### src/rtl/core/lprd_pkg.sv
// Shared types and constants for the length-prefixed record deframer.
package lprd_pkg;

  localparam int unsigned BYTE_W = 8;
  localparam int unsigned LEN_W = 32;
  localparam int unsigned STATUS_W = 2;

  localparam logic [LEN_W-1:0] MAX_LEN_RESET = 32'd65536;

  localparam logic [STATUS_W-1:0] STATUS_BODY = 2'd0;
  localparam logic [STATUS_W-1:0] STATUS_EMPTY = 2'd1;
  localparam logic [STATUS_W-1:0] STATUS_MALFORMED = 2'd2;

  typedef struct packed {
    logic              valid;
    logic [BYTE_W-1:0] data;
  } item_t;

  typedef struct packed {
    logic [STATUS_W-1:0] status;
    logic [BYTE_W-1:0]   rtype;
    logic [BYTE_W-1:0]   body;
    logic                last;
  } result_t;

endpackage

### src/rtl/core/lprd_in_stage.sv
// Input register stage that holds one accepted stream byte for the parser.
module lprd_in_stage (
  input  logic                          clk,
  input  logic                          rst,
  input  logic                          in_valid,
  output logic                          in_ready,
  input  logic [lprd_pkg::BYTE_W-1:0]   stream_byte,
  output lprd_pkg::item_t               item,
  input  logic                          item_take
);

  logic                        held;
  logic [lprd_pkg::BYTE_W-1:0] data;

  assign in_ready = !held || item_take;
  assign item.valid = held;
  assign item.data = data;

  always_ff @(posedge clk) begin
    if (rst) begin
      held <= 1'b0;
    end else if (in_ready) begin
      held <= in_valid;
    end
    if (in_valid && in_ready) begin
      data <= stream_byte;
    end
  end

endmodule

### src/rtl/core/lprd_parser.sv
// Header, type and body parsing with the result register.
module lprd_parser (
  input  logic                          clk,
  input  logic                          rst,
  input  logic                          cfg_valid,
  output logic                          cfg_ready,
  input  logic [lprd_pkg::LEN_W-1:0]    cfg_data,
  input  lprd_pkg::item_t               item,
  output logic                          item_take,
  output logic                          out_valid,
  input  logic                          out_ready,
  output lprd_pkg::result_t             result
);

  typedef enum logic [1:0] {
    PH_HEADER = 2'd0,
    PH_TYPE   = 2'd1,
    PH_BODY   = 2'd2,
    PH_HALTED = 2'd3
  } phase_t;

  phase_t                       phase, phase_next;
  logic [1:0]                   header_count, header_count_next;
  logic [lprd_pkg::LEN_W-1:0]   length_shift, length_shift_next;
  logic [lprd_pkg::LEN_W-1:0]   bytes_remaining, bytes_remaining_next;
  logic [lprd_pkg::BYTE_W-1:0]  current_type, current_type_next;
  logic [lprd_pkg::LEN_W-1:0]   max_record_length;
  logic [lprd_pkg::LEN_W-1:0]   assembled;
  logic [lprd_pkg::LEN_W-1:0]   remaining_dec;
  logic                         emit;
  lprd_pkg::result_t            emit_result;
  logic                         slot_free;

  assign cfg_ready = 1'b1;
  assign slot_free = !out_valid || out_ready;
  assign item_take = item.valid && slot_free;
  assign assembled = {length_shift[lprd_pkg::LEN_W-lprd_pkg::BYTE_W-1:0], item.data};
  assign remaining_dec = (bytes_remaining != '0) ?
                         bytes_remaining - lprd_pkg::LEN_W'(1) : bytes_remaining;

  always_comb begin
    phase_next = phase;
    header_count_next = header_count;
    length_shift_next = length_shift;
    bytes_remaining_next = bytes_remaining;
    current_type_next = current_type;
    emit = 1'b0;
    emit_result = '0;
    unique case (phase)
      PH_HEADER: begin
        if (header_count != 2'd3) begin
          header_count_next = header_count + 2'd1;
          length_shift_next = assembled;
        end else begin
          header_count_next = 2'd0;
          length_shift_next = '0;
          if (assembled == '0 || assembled > max_record_length) begin
            phase_next = PH_HALTED;
            emit = 1'b1;
            emit_result.status = lprd_pkg::STATUS_MALFORMED;
            emit_result.last = 1'b1;
          end else begin
            bytes_remaining_next = assembled - lprd_pkg::LEN_W'(1);
            phase_next = PH_TYPE;
          end
        end
      end
      PH_TYPE: begin
        current_type_next = item.data;
        if (bytes_remaining == '0) begin
          phase_next = PH_HEADER;
          emit = 1'b1;
          emit_result.status = lprd_pkg::STATUS_EMPTY;
          emit_result.rtype = item.data;
          emit_result.last = 1'b1;
        end else begin
          phase_next = PH_BODY;
        end
      end
      PH_BODY: begin
        bytes_remaining_next = remaining_dec;
        emit = 1'b1;
        emit_result.status = lprd_pkg::STATUS_BODY;
        emit_result.rtype = current_type;
        emit_result.body = item.data;
        if (remaining_dec == '0) begin
          phase_next = PH_HEADER;
          emit_result.last = 1'b1;
        end
      end
      PH_HALTED: begin
        phase_next = PH_HALTED;
      end
      default: begin
        phase_next = PH_HALTED;
      end
    endcase
  end

  always_ff @(posedge clk) begin
    if (rst) begin
      phase <= PH_HEADER;
      header_count <= 2'd0;
      length_shift <= '0;
      bytes_remaining <= '0;
      current_type <= '0;
      max_record_length <= lprd_pkg::MAX_LEN_RESET;
      out_valid <= 1'b0;
    end else begin
      if (cfg_valid && cfg_ready) begin
        max_record_length <= cfg_data;
      end
      if (item_take) begin
        phase <= phase_next;
        header_count <= header_count_next;
        length_shift <= length_shift_next;
        bytes_remaining <= bytes_remaining_next;
        current_type <= current_type_next;
      end
      if (slot_free) begin
        out_valid <= item_take && emit;
      end
    end
    if (slot_free && item_take && emit) begin
      result <= emit_result;
    end
  end

  a_halt_sticks: assert property (@(posedge clk) disable iff (rst)
    phase == PH_HALTED |=> phase == PH_HALTED)
    else $error("Parser left the halted phase without a reset.");

  a_malformed_form: assert property (@(posedge clk) disable iff (rst)
    out_valid && result.status == lprd_pkg::STATUS_MALFORMED |->
      result.last && result.rtype == '0 && result.body == '0)
    else $error("Malformed result carries a type, a body byte or no last mark.");

  a_status_known: assert property (@(posedge clk) disable iff (rst)
    out_valid |-> result.status == lprd_pkg::STATUS_BODY ||
      result.status == lprd_pkg::STATUS_EMPTY ||
      result.status == lprd_pkg::STATUS_MALFORMED)
    else $error("Result carries an undefined status code.");

  a_empty_is_last: assert property (@(posedge clk) disable iff (rst)
    out_valid && result.status == lprd_pkg::STATUS_EMPTY |->
      result.last && result.body == '0)
    else $error("Empty-body result is not marked last or carries data.");

  a_header_count_idle: assert property (@(posedge clk) disable iff (rst)
    phase != PH_HEADER |-> header_count == 2'd0)
    else $error("Header byte count is nonzero outside the header phase.");

endmodule

### src/rtl/core/length_prefixed_record_deframer_top.sv
// Bytes pass the input register; results pass the result register. Throughput: one
// byte per cycle unless out_ready stalls a pending result; the input register and the
// result register each take a new transfer in the cycle the previous one moves on.
// Reset (rst, synchronous): the parser returns to the header phase with all counts
// cleared, both stages empty, and the maximum length register at 65536.
// After a malformed length the parser discards all bytes until the next reset.
module length_prefixed_record_deframer_top (
  input  logic                            clk,
  input  logic                            rst,
  input  logic                            cfg_valid,
  output logic                            cfg_ready,
  input  logic [lprd_pkg::LEN_W-1:0]      cfg_data,
  input  logic                            in_valid,
  output logic                            in_ready,
  input  logic [lprd_pkg::BYTE_W-1:0]     stream_byte,
  output logic                            out_valid,
  input  logic                            out_ready,
  output logic [lprd_pkg::STATUS_W-1:0]   result_status,
  output logic [lprd_pkg::BYTE_W-1:0]     record_type,
  output logic [lprd_pkg::BYTE_W-1:0]     body_byte,
  output logic                            last_of_record
);

  lprd_pkg::item_t   item;
  logic              item_take;
  lprd_pkg::result_t result;

  lprd_in_stage u_in_stage (
    .clk         (clk),
    .rst         (rst),
    .in_valid    (in_valid),
    .in_ready    (in_ready),
    .stream_byte (stream_byte),
    .item        (item),
    .item_take   (item_take)
  );

  lprd_parser u_parser (
    .clk       (clk),
    .rst       (rst),
    .cfg_valid (cfg_valid),
    .cfg_ready (cfg_ready),
    .cfg_data  (cfg_data),
    .item      (item),
    .item_take (item_take),
    .out_valid (out_valid),
    .out_ready (out_ready),
    .result    (result)
  );

  assign result_status = result.status;
  assign record_type = result.rtype;
  assign body_byte = result.body;
  assign last_of_record = result.last;

endmodule
### config.mk
export PLATFORM = sky130hd
export DESIGN_NAME = length_prefixed_record_deframer_top
export DESIGN_NICKNAME = d
export VERILOG_FILES = /design/src/rtl/core/lprd_pkg.sv /design/src/rtl/core/lprd_in_stage.sv /design/src/rtl/core/lprd_parser.sv /design/src/rtl/core/length_prefixed_record_deframer_top.sv
export SDC_FILE = /design/constraint.sdc
export NUM_CORES = 1
export LEC_CHECK = 0
export BUFFER_PORTS_ARGS = -buffer_cell sky130_fd_sc_hd__buf_2
export CAP_MARGIN = 20
export CORE_MARGIN = 2
export CORE_UTILIZATION = 55
export CTS_CLUSTER_DIAMETER = 100
export DETAILED_ROUTE_END_ITERATION = 8
export GPL_ROUTABILITY_DRIVEN = 0
export PLACE_DENSITY_LB_ADDON = 0.12
export SYNTH_ARGS = -nofsm -noshare
export SYNTH_HDL_FRONTEND = slang
export SYNTH_SLANG_ARGS = --single-unit
### constraint.sdc
create_clock -name clk -period 4.03 [get_ports clk]
set_input_delay 0.6045 -clock clk [delete_from_list [all_inputs] [get_ports clk]]
set_output_delay 0.6045 -clock clk [all_outputs]
set_load 0.005 [all_outputs]
* Word-level counts from Yosys, hierarchy flattened
Cells that the tools add are included.
** Storage, ports and cells
- Bits in registers :: 129
- Input port bits :: 45
- Output and inout port bits :: 22
- Logic and storage cells :: 66
** Cells by class
- Add/subtract/negate cells :: 3
- $lt $le $gt $ge :: 1
- Equality and inequality tests :: 7
- Muxes and demuxes :: 22
- Reductions and logical operators :: 20
** Operator list (count)
- logical NOT 32 bit :: 3
- 2-to-1 mux 32 bit :: 3
- case mux 32 bit (2 select lines) :: 1
- subtractor 32 x 1 -> 32 bit, second input constant :: 2
- > comparator 32 bit :: 1
- nonzero test 32 bit :: 1
- 2-to-1 mux 24 bit :: 1
- case mux 8 bit (2 select lines) :: 1
- 2-to-1 mux 2 bit :: 7
- 2-to-1 mux 9 bit :: 1
- case mux 2 bit (4 select lines) :: 1
- inequality test 2 bit, second input constant :: 3
- case mux 1 bit (3 select lines) :: 2
- logical AND 1 bit :: 5
- equality test 2 bit, second input constant :: 2
- 2-to-1 mux 1 bit :: 4
- case mux 2 bit (2 select lines) :: 1
- AND reduction 2 bit :: 2
- AND reduction 4 bit :: 1
- logical OR 1 bit :: 3
- AND reduction 3 bit :: 1
- adder 2 x 1 -> 2 bit, second input constant :: 1
- equality test 2 x 1 -> 1 bit, second input constant :: 1
- logical NOT 1 bit :: 2
- 3 further kinds :: 3

* Logic depth before layout (Yosys ltp)
Gate-level depths: netlist of run 1.
- Depth after elaboration :: 6
- Gate-level depth with buffers :: 13
- Gate-level depth less buffers :: 10

* By module
Synthesis of run 1 repeated with hierarchy kept, for this count alone.
** Second synthesis, totals
- Cells, all modules :: 904
- Area total of the unflattened synthesis :: 7659.8 µm²
** Modules (own cells, without submodules)
- lprd_parser :: times used 1, cells an instance 890, area an instance 7357.1 µm², seq. area each 2592.5 µm²
- lprd_in_stage :: times used 1, cells an instance 14, area an instance 302.8 µm², seq. area each 260.2 µm²

* Least setup slack after synthesis of run 1
No wires, ideal clock.
- Path kind :: reg2reg
- Start point :: reg u_parser.length_shift[15] (netlist bit)
- End point :: reg, netlist name u_parser.result[0]
- Library setup time :: 419 ps
- Arrival :: 3693 ps
- Data required time :: 3611 ps
- Setup slack :: -82 ps
- Stages on the path, launching flop included :: 7
- Buffers on the path :: 0
- Period minus slack after synthesis :: 4112 ps
- Path through :: dfxtp_1 -> or4_1 -> or3_1 -> or3_1 -> o311ai_0 -> a311oi_1 -> nor3_1
** On the way
- Longest elaborated chain between the ends :: 6
- Elaborated cells on any way between the ends :: 7
- Those cells by class :: 1 x order compare; 3 x mux; 3 x reduce/logical
** Ends and longest elaborated chain
- start: declaration :: line lprd_parser.sv:24 : logic [lprd_pkg::LEN_W-1:0] length_shift, length_shift_next;
- start signal: assignment :: line lprd_parser.sv:116 : length_shift <= length_shift_next;
- > comparator 32 bit / logical NOT 32 bit (equally long branches) :: line lprd_parser.sv:57 : if (assembled == '0 || assembled > max_record_length) begin
- logical OR 1 bit (*) :: line lprd_parser.sv:57
- 2-to-1 mux 1 bit (*) :: line lprd_parser.sv:57
- 2-to-1 mux 1 bit (*) :: line lprd_parser.sv:51 : if (header_count != 2'd3) begin
- case mux 1 bit (3 select lines) (*) :: line lprd_parser.sv:49 : unique case (phase)
- logical AND 1 bit (*) :: line lprd_parser.sv:124 : if (slot_free && item_take && emit) begin
Every way passes the cells marked *; elsewhere a longest branch is shown, timed or not.
A chain may end at the register's enable or synchronous reset.

* Worst setup path after layout of run 1
- Start point :: reg u_in_stage.data[7] (netlist bit)
- End point :: reg, netlist name u_parser.result[3]
** On the way
- Longest elaborated chain between the ends :: 6
- Elaborated cells on any way between the ends :: 7
- Those cells by class :: 1 x order compare; 3 x mux; 3 x reduce/logical
** Ends and longest elaborated chain
- start: declaration :: line lprd_in_stage.sv:13 : logic [lprd_pkg::BYTE_W-1:0] data;
- start signal: assignment :: line lprd_in_stage.sv:26 : data <= stream_byte;
- > comparator 32 bit / logical NOT 32 bit (equally long branches) :: line lprd_parser.sv:57
- logical OR 1 bit (*) :: line lprd_parser.sv:57
- 2-to-1 mux 1 bit (*) :: line lprd_parser.sv:57
- 2-to-1 mux 1 bit (*) :: line lprd_parser.sv:51
- case mux 1 bit (3 select lines) (*) :: line lprd_parser.sv:49
- logical AND 1 bit (*) :: line lprd_parser.sv:124
Marked as above.

==> out/metrics.cfg, run 1 <==
[die]
dieWidth_um = 122
die_h_um = 122
io-pin-count = 67
number_of_standard_cell_rows_in_the_floorplan = 42
core-area_sq_um = 13300
die-area_sq_um = 14800
initial_core_util_pct = 56.9

[clock_tree]
path_clk_slew_ps = 60
clkLatencyLatePin_ps = 420
cts.sinks = 129
cts_max_path_buffers = 2
cts-htree-levels = 4
cts.hold.buffers_added = 0
clock_tree_from_tritoncts = yes
post_cts_buffers = 0
clock_root_buffer = clkbuf_16
cts_inserted_buffers = 17
post_cts_resized = 0

[route]
antenna_left = 0
drt_iter0_drc = 787
drt_first_pass_iters = 7
routed_wire_length_per_instance_um = 17.8
via_per_inst = 6.15
routed-via-count = 7022
routed_wl_mm = 20.4
route.detailed.drc = 0

[global_routing]
globalRouteTotalUtil_pct = 28.7
grt_pass1_vias = 6780
grt_antenna_before_repair = 0
grt_start_max_net_pins = 79
grt_pass1_wl_mm = 33.5
global_routing_met2_resource_utilization_pct = 45.6
top_usage_layer = met2
grt_util_met1_pct = 38.5
overflow = 0
met3_usage_pct = 6.16

[cells_and_area]
final_net_count = 1037
final_area_sq_um = 8670
final_layout_size_suffix_gt1_share_pct = 14.7
layout-area-overhead-vs-synth_pct = 14.2
filler_cell_count = 1138
post-route-util_pct = 65.0
number_of_diodes = 0

[power]
leakage_power_of_the_design_nw = 3.67
power_per_cell_area_nw_per_um2 = 378
worst_ir_drop_vdd_v = 0.000449
power.combinational.fraction_pct = 7.6
net-switching-power_mw = 0.769
post-layout-total-power_mw = 3.28
power_frac_clock_pct = 50.2
net_switching_fraction_of_the_power_pct = 23.4
intPower_mw = 2.51
seq_power_share_pct = 42.2

[yosys]
ys_async_sr_fraction_pct = 0
yosys_warnings = 0
synth_fp_nets = 996
postSynthRegisterBits = 129
synth_seq_area_share_pct = 37.6
synth_ff_type = dfxtp_1
postSynthCellCount = 912
number_of_enable_flip_flop_cells_after_synthesis = 27
yosysUniqueCellTypes = 63
mappedNetlistArea_sq_um = 7590
post_synth.cell_area_avg_sq_um = 8.33

[setup_path]
timing.critical_path.arrival_ps = 3690
setup.worst_path.start = u_in_stage.data[7]
worst-r2r-cell-count = 9
worstSetupEndpointType = register
crit_type = reg2reg
crit_path_max_cell_delay_ps = 610
timing.critical_path.required_ps = 4190
worstReg2RegStart = u_in_stage.data[7]
cp-start-kind = register
top_cell_by_count_worst_path = buf_4
crit_path_max_fanout = 19
worstPathCellList = ha_1, nand4_1, or4_1, o21ai_0, o311ai_0, buf_4, a311oi_1, nor3_2, buf_4
crit_slowest_cell = or4_1

[sta]
period_needed_ps = 3530
finalCritPeriodShare_pct = 87.6
timing.hold.ws_ps = 356
report.final.slew_viol_count = 0
clock-skew-final_ps = 8.82
tns_ps = 0
timing_hold_violations_final = 0
worst_relative_slew_slack_pct = 39.0
worstMarginPinSlew_ps = 915
rsz0062_at_grt = no
maxClockFrequency_mhz = 283
report.final.setup_viol = 0

[place]
detailedPlacementHpwl_mm = 14.0
io_buffers = 65
placed_cell_area_sq_um = 8030

[worst_hold_path]
min-delay-path-class = in2reg
min_from = stream_byte[3]
holdPathStages = 1

[job]
cap_viol_max_count = 0

[run_status]
run_status = finished clean

-- placed cells by master, fill, tap and decap left out, drive strengths merged, types with 3 or more instances in the layout --
| master | netlist | final |
|---|---|---|
| a22oi | 8 | 8 |
| clkbuf | 45 | 21 |
| xor2 | 13 | 13 |
| nand3b | 5 | 5 |
| a211o | 4 | 4 |
| xnor2 | 15 | 15 |
| nand3 | 23 | 23 |
| mux2i | 36 | 36 |
| o221a | 7 | 7 |
| nor3 | 28 | 28 |
| nor2b | 11 | 11 |
| a31oi | 9 | 9 |
| o32ai | 7 | 7 |
| nand2b | 6 | 6 |
| o31ai | 6 | 6 |
| o21a | 3 | 3 |
| clkinv | 1 | 6 |
| a21oi | 89 | 89 |
| bufinv | 0 | 3 |
| buf | 15 | 82 |
| nor2 | 114 | 114 |
| nor3b | 24 | 24 |
| and3 | 8 | 8 |
| nor4 | 20 | 20 |
| edfxtp | 27 | 27 |
| ha | 39 | 39 |
| nand2 | 61 | 61 |
| o211ai | 5 | 5 |
| or4 | 12 | 12 |
| inv | 44 | 46 |
| a21o | 8 | 8 |
| o21ai | 41 | 41 |
| nand4 | 12 | 12 |
| or3 | 19 | 19 |
| and2 | 10 | 10 |
| a211oi | 5 | 5 |
| or2 | 5 | 5 |
| dfxtp | 102 | 102 |
-- final timing paths --
path | slack, ps | end
hold / removal | 360 | u_in_stage.data[3]
setup reg to reg | 500 | u_parser.result[3]
setup / recovery | 500 | u_parser.result[3]
hold reg to reg | 460 | u_parser.current_type[4]
-- cells in the mapped netlist, drive strengths merged, types with 23 or more instances --
library cell / n / area, sq um
a21oi: 89 / 445
nor3b: 24 / 180
ha: 39 / 488
nand2: 61 / 229
o21ai: 41 / 205
dfxtp: 102 / 2040
edfxtp: 27 / 811
nor3: 28 / 140
inv: 44 / 165
nor2: 114 / 428
nand3: 23 / 115
mux2i: 36 / 360
clkbuf: 45 / 169
-- stage by stage --
stage	setup WS, ps	instances
4_1_cts	564	1142
2_1_floorplan	490	912
3_5_place_dp	577	1110
6_report	501	1142
3_3_place_gp	691	1110
5_1_grt	311	1142
-- power groups by stage --
stage | registers, mW | clock network, mW | logic (mW)
finish | 1.38 | 1.65 | 0.250
global route | 1.39 | 1.72 | 0.278
CTS | 1.38 | 1.67 | 0.248
detailed placement | 1.41 | 0 | 0.244
global placement | 1.41 | 0 | 0.235
floorplan | 1.39 | 0 | 0.178
-- final cells by class --
cell class                      count  area (sq um)  area share (%)
Timing Repair Buffer               82           453            5.22
Inverter                           45           169            1.95
Multi-Input combinational cell    678          4340            50.0
Sequential cell                   129          2850            32.9
Clock inverter                     11           149            1.72
Clock buffer                       21           492            5.67
Tap cell                          176           220            2.54
-- cell families (layout without fill, tap and decap cells) --
family          after synthesis  in the layout  synth area share [%]
compound gates              210            210                  17.4
mux                          38             38                  5.09
other cells                   1              1                0.0494
fa+ha+maj                    39             39                  6.43
xor+xnor                     28             28                  3.23
flops                       129            129                  37.6
buf+inv                     105            159                  5.63
simple gates                362            362                  24.6
-- state kept, by name, indices dropped and copies added, names as in the netlist --
register / count
u_parser.bytes_remaining: 32
u_parser.max_record_length: 32
u_parser.length_shift: 24
u_parser.result: 19
u_in_stage.data: 8
u_parser.current_type: 8
u_parser.header_count: 2
u_parser.phase: 2
u_in_stage.held: 1
u_parser.out_valid: 1
-- metal layers --
metal  up-vias  part of all wire, %
li1       3370                    -
met1      3270                   44
met5         -                    0
met4         0                  2.0
met3        48                  8.0
met2       334                   46
-- worst max-delay path: cells and delay by family, from the launching register on --
family	cells	cell delay, ps
AND/OR/NAND/NOR	3	820
AO/OA/AOI/OAI	3	1060
adder cells (fa/ha/maj)	1	400
buffers and inverters	2	420
flip-flops	1	560
(Power assumes the default switching activity.)
==> inputs of run 2 (changes only) <==
--- a/config.mk
+++ b/config.mk
@@ -12,7 +12,7 @@
 export CTS_CLUSTER_DIAMETER = 100
 export DETAILED_ROUTE_END_ITERATION = 8
 export GPL_ROUTABILITY_DRIVEN = 0
-export PLACE_DENSITY_LB_ADDON = 0.12
+export PLACE_DENSITY = 0.77
 export SYNTH_ARGS = -nofsm -noshare
 export SYNTH_HDL_FRONTEND = slang
 export SYNTH_SLANG_ARGS = --single-unit
==> out/metrics.cfg, run 2 (same netlist as run 1, synthesis figures left out) <==
[run_status]
run_status = finished clean

[setup_path]
timing.critical_path.required_ps = 4140  ; -50 ps
worstReg2RegEnd = u_parser.result[6]
worst-r2r-cell-count = 9  ; unchanged
setup.worst_path.start = u_in_stage.data[0]
timing.critical_path.arrival_ps = 3660  ; -30 ps
crit_path_max_fanout = 19  ; unchanged
rrSetupSlack_ps = 480  ; -20 ps
cp-start-kind = register
worstReg2RegStart = u_in_stage.data[0]
worstSetupEndpointType = register
crit_type = reg2reg

[power]
seq_power_share_pct = 44.3  ; +2.1 points
power_per_cell_area_nw_per_um2 = 363  ; -4.2%
intPower_mw = 2.34  ; -6.7%
net-switching-power_mw = 0.778  ; +1.1%
leakage_power_of_the_design_nw = 3.64  ; -0.81%
post-layout-total-power_mw = 3.12  ; -4.9%
net_switching_fraction_of_the_power_pct = 24.9  ; +1.5 points
power.combinational.fraction_pct = 8.1  ; +0.5 points
worst_ir_drop_vdd_v = 0.000297  ; -34%
power_frac_clock_pct = 47.6  ; -2.6 points

[clock_tree]
cts-htree-levels = 4  ; unchanged
cts_inserted_buffers = 17  ; unchanged
path_clk_slew_ps = 60  ; about the same
clock_tree_from_tritoncts = yes
cts.hold.buffers_added = 0  ; unchanged
clock_root_buffer = clkbuf_16
cts_max_path_buffers = 2  ; unchanged
clkLatencyLatePin_ps = 430  ; about the same
post_cts_resized = 0  ; unchanged
cts.sinks = 129  ; unchanged
post_cts_buffers = 0  ; unchanged

[die]
initial_core_util_pct = 56.9  ; unchanged
core-area_sq_um = 13300  ; unchanged
io-pin-count = 67  ; unchanged
die-area_sq_um = 14800  ; unchanged
dieWidth_um = 122  ; unchanged
die_h_um = 122  ; unchanged
number_of_standard_cell_rows_in_the_floorplan = 42  ; unchanged

[sta]
maxClockFrequency_mhz = 282  ; -0.54%
clock-skew-final_ps = 8.35  ; -0.469 ps
tns_ps = 0  ; unchanged
post-route-worst-setup-slack_ps = 482  ; -19.1 ps
period_needed_ps = 3550  ; +19.1 ps
finalCritPeriodShare_pct = 88.0  ; +0.48 points
timing_hold_violations_final = 0  ; unchanged
timing.hold.ws_ps = 350  ; -6.26 ps
worst_relative_slew_slack_pct = 39.3  ; +0.27 points
report.final.slew_viol_count = 0  ; unchanged
rsz0062_at_grt = no
worstMarginPinSlew_ps = 911  ; -4.07 ps
report.final.setup_viol = 0  ; unchanged

[route]
drt_iter0_drc = 717  ; -8.9%
antenna_left = 0  ; unchanged
via_per_inst = 6.06  ; -1.5%
route.detailed.drc = 0  ; unchanged
routed_wire_length_per_instance_um = 17.9  ; +0.63%
routed-via-count = 6915  ; -1.5%
routed_wl_mm = 20.5  ; +0.63%
drt_first_pass_iters = 5  ; -2

[global_routing]
grt_pass1_wl_mm = 33.1  ; -1.2%
overflow = 0  ; unchanged
grt_start_max_net_pins = 79  ; unchanged
globalRouteTotalUtil_pct = 28.9  ; +0.22 points
grt_antenna_before_repair = 0  ; unchanged
grt_pass1_vias = 6148  ; -9.3%

[cells_and_area]
final_net_count = 1037  ; unchanged
largestRegisters = u_parser.bytes_remaining x32, u_parser.max_record_length x32, u_parser.length_shift x24
multi_input_logic_area_sq_um = 4340  ; unchanged
ff_latch_area_sq_um = 2850  ; unchanged
most_frequent_cells_in_the_layout = 114 x nor2_1, 102 x dfxtp_1, 89 x a21oi_1
layout-area-overhead-vs-synth_pct = 13.4
final_layout_size_suffix_gt1_share_pct = 14.6  ; -0.10 points
final_common_cell = nor2_1
post-route-util_pct = 64.5  ; -0.46 points
number_of_diodes = 0  ; unchanged
filler_cell_count = 1178  ; +3.5%
finalNonFillerCells = 1142  ; unchanged
final_area_sq_um = 8610  ; -0.71%

[worst_hold_path]
min-delay-path-class = in2reg
hold-path-endpoint = u_in_stage.data[6]
holdPathStages = 1  ; unchanged
min_from = stream_byte[6]

[job]
cap_viol_max_count = 0  ; unchanged

[place]
detailedPlacementHpwl_mm = 14.3  ; +1.9%
placed_cell_area_sq_um = 8030  ; unchanged
io_buffers = 65  ; unchanged
placedCellCount = 1110  ; unchanged
place_ws_ps = 423  ; -154 ps

## run 2: worst max path at each step
stage          cells past startpoint  slack [ps]                 end
3_3_place_gp                       9         560  u_parser.result[1]
3_5_place_dp                       9         420  u_parser.result[1]
6_report                           9         480  u_parser.result[6]
4_1_cts                            9         330  u_parser.result[6]
2_1_floorplan                      6         490  u_parser.result[0]
5_1_grt                            9         230  u_parser.result[6]
## run 2: power groups by stage
stage / combinational, mW / clock [mW] / sequential [mW]
6_report: 0.253 / 1.49 / 1.38
5_1_grt: 0.279 / 1.57 / 1.39
4_1_cts: 0.250 / 1.51 / 1.38
3_5_place_dp: 0.246 / 0 / 1.41
3_3_place_gp: 0.243 / 0 / 1.41
2_1_floorplan: 0.178 / 0 / 1.39
## run 2: worst max-delay path: stages, from the launching register on
cell	delay [ps]
edfxtp_1	450
inv_1	170
ha_1	190
nor3b_1	510
and3_1	310
nand3_1	240
o311ai_1	640
a311oi_1	240
nor3_2	190
buf_4	270
## run 2: per-layer routing
layer	GRT usage [%]	share of wire [%]	vias up
met3	6.06	8.3	50
li1	-	-	3363
met1	40.4	42	3172
met2	43.9	46	330
met5	0	0	-
met4	11.7	3.2	0
## run 2: final cells by class
cell class / instances / share of cell area (%)
clock buffers: 23 / 5.91
inverters: 45 / 1.96
clock inverters: 9 / 0.814
multi-input cells: 678 / 50.4
well taps: 176 / 2.56
repair buffers: 82 / 5.26
flip-flops and latches: 129 / 33.1
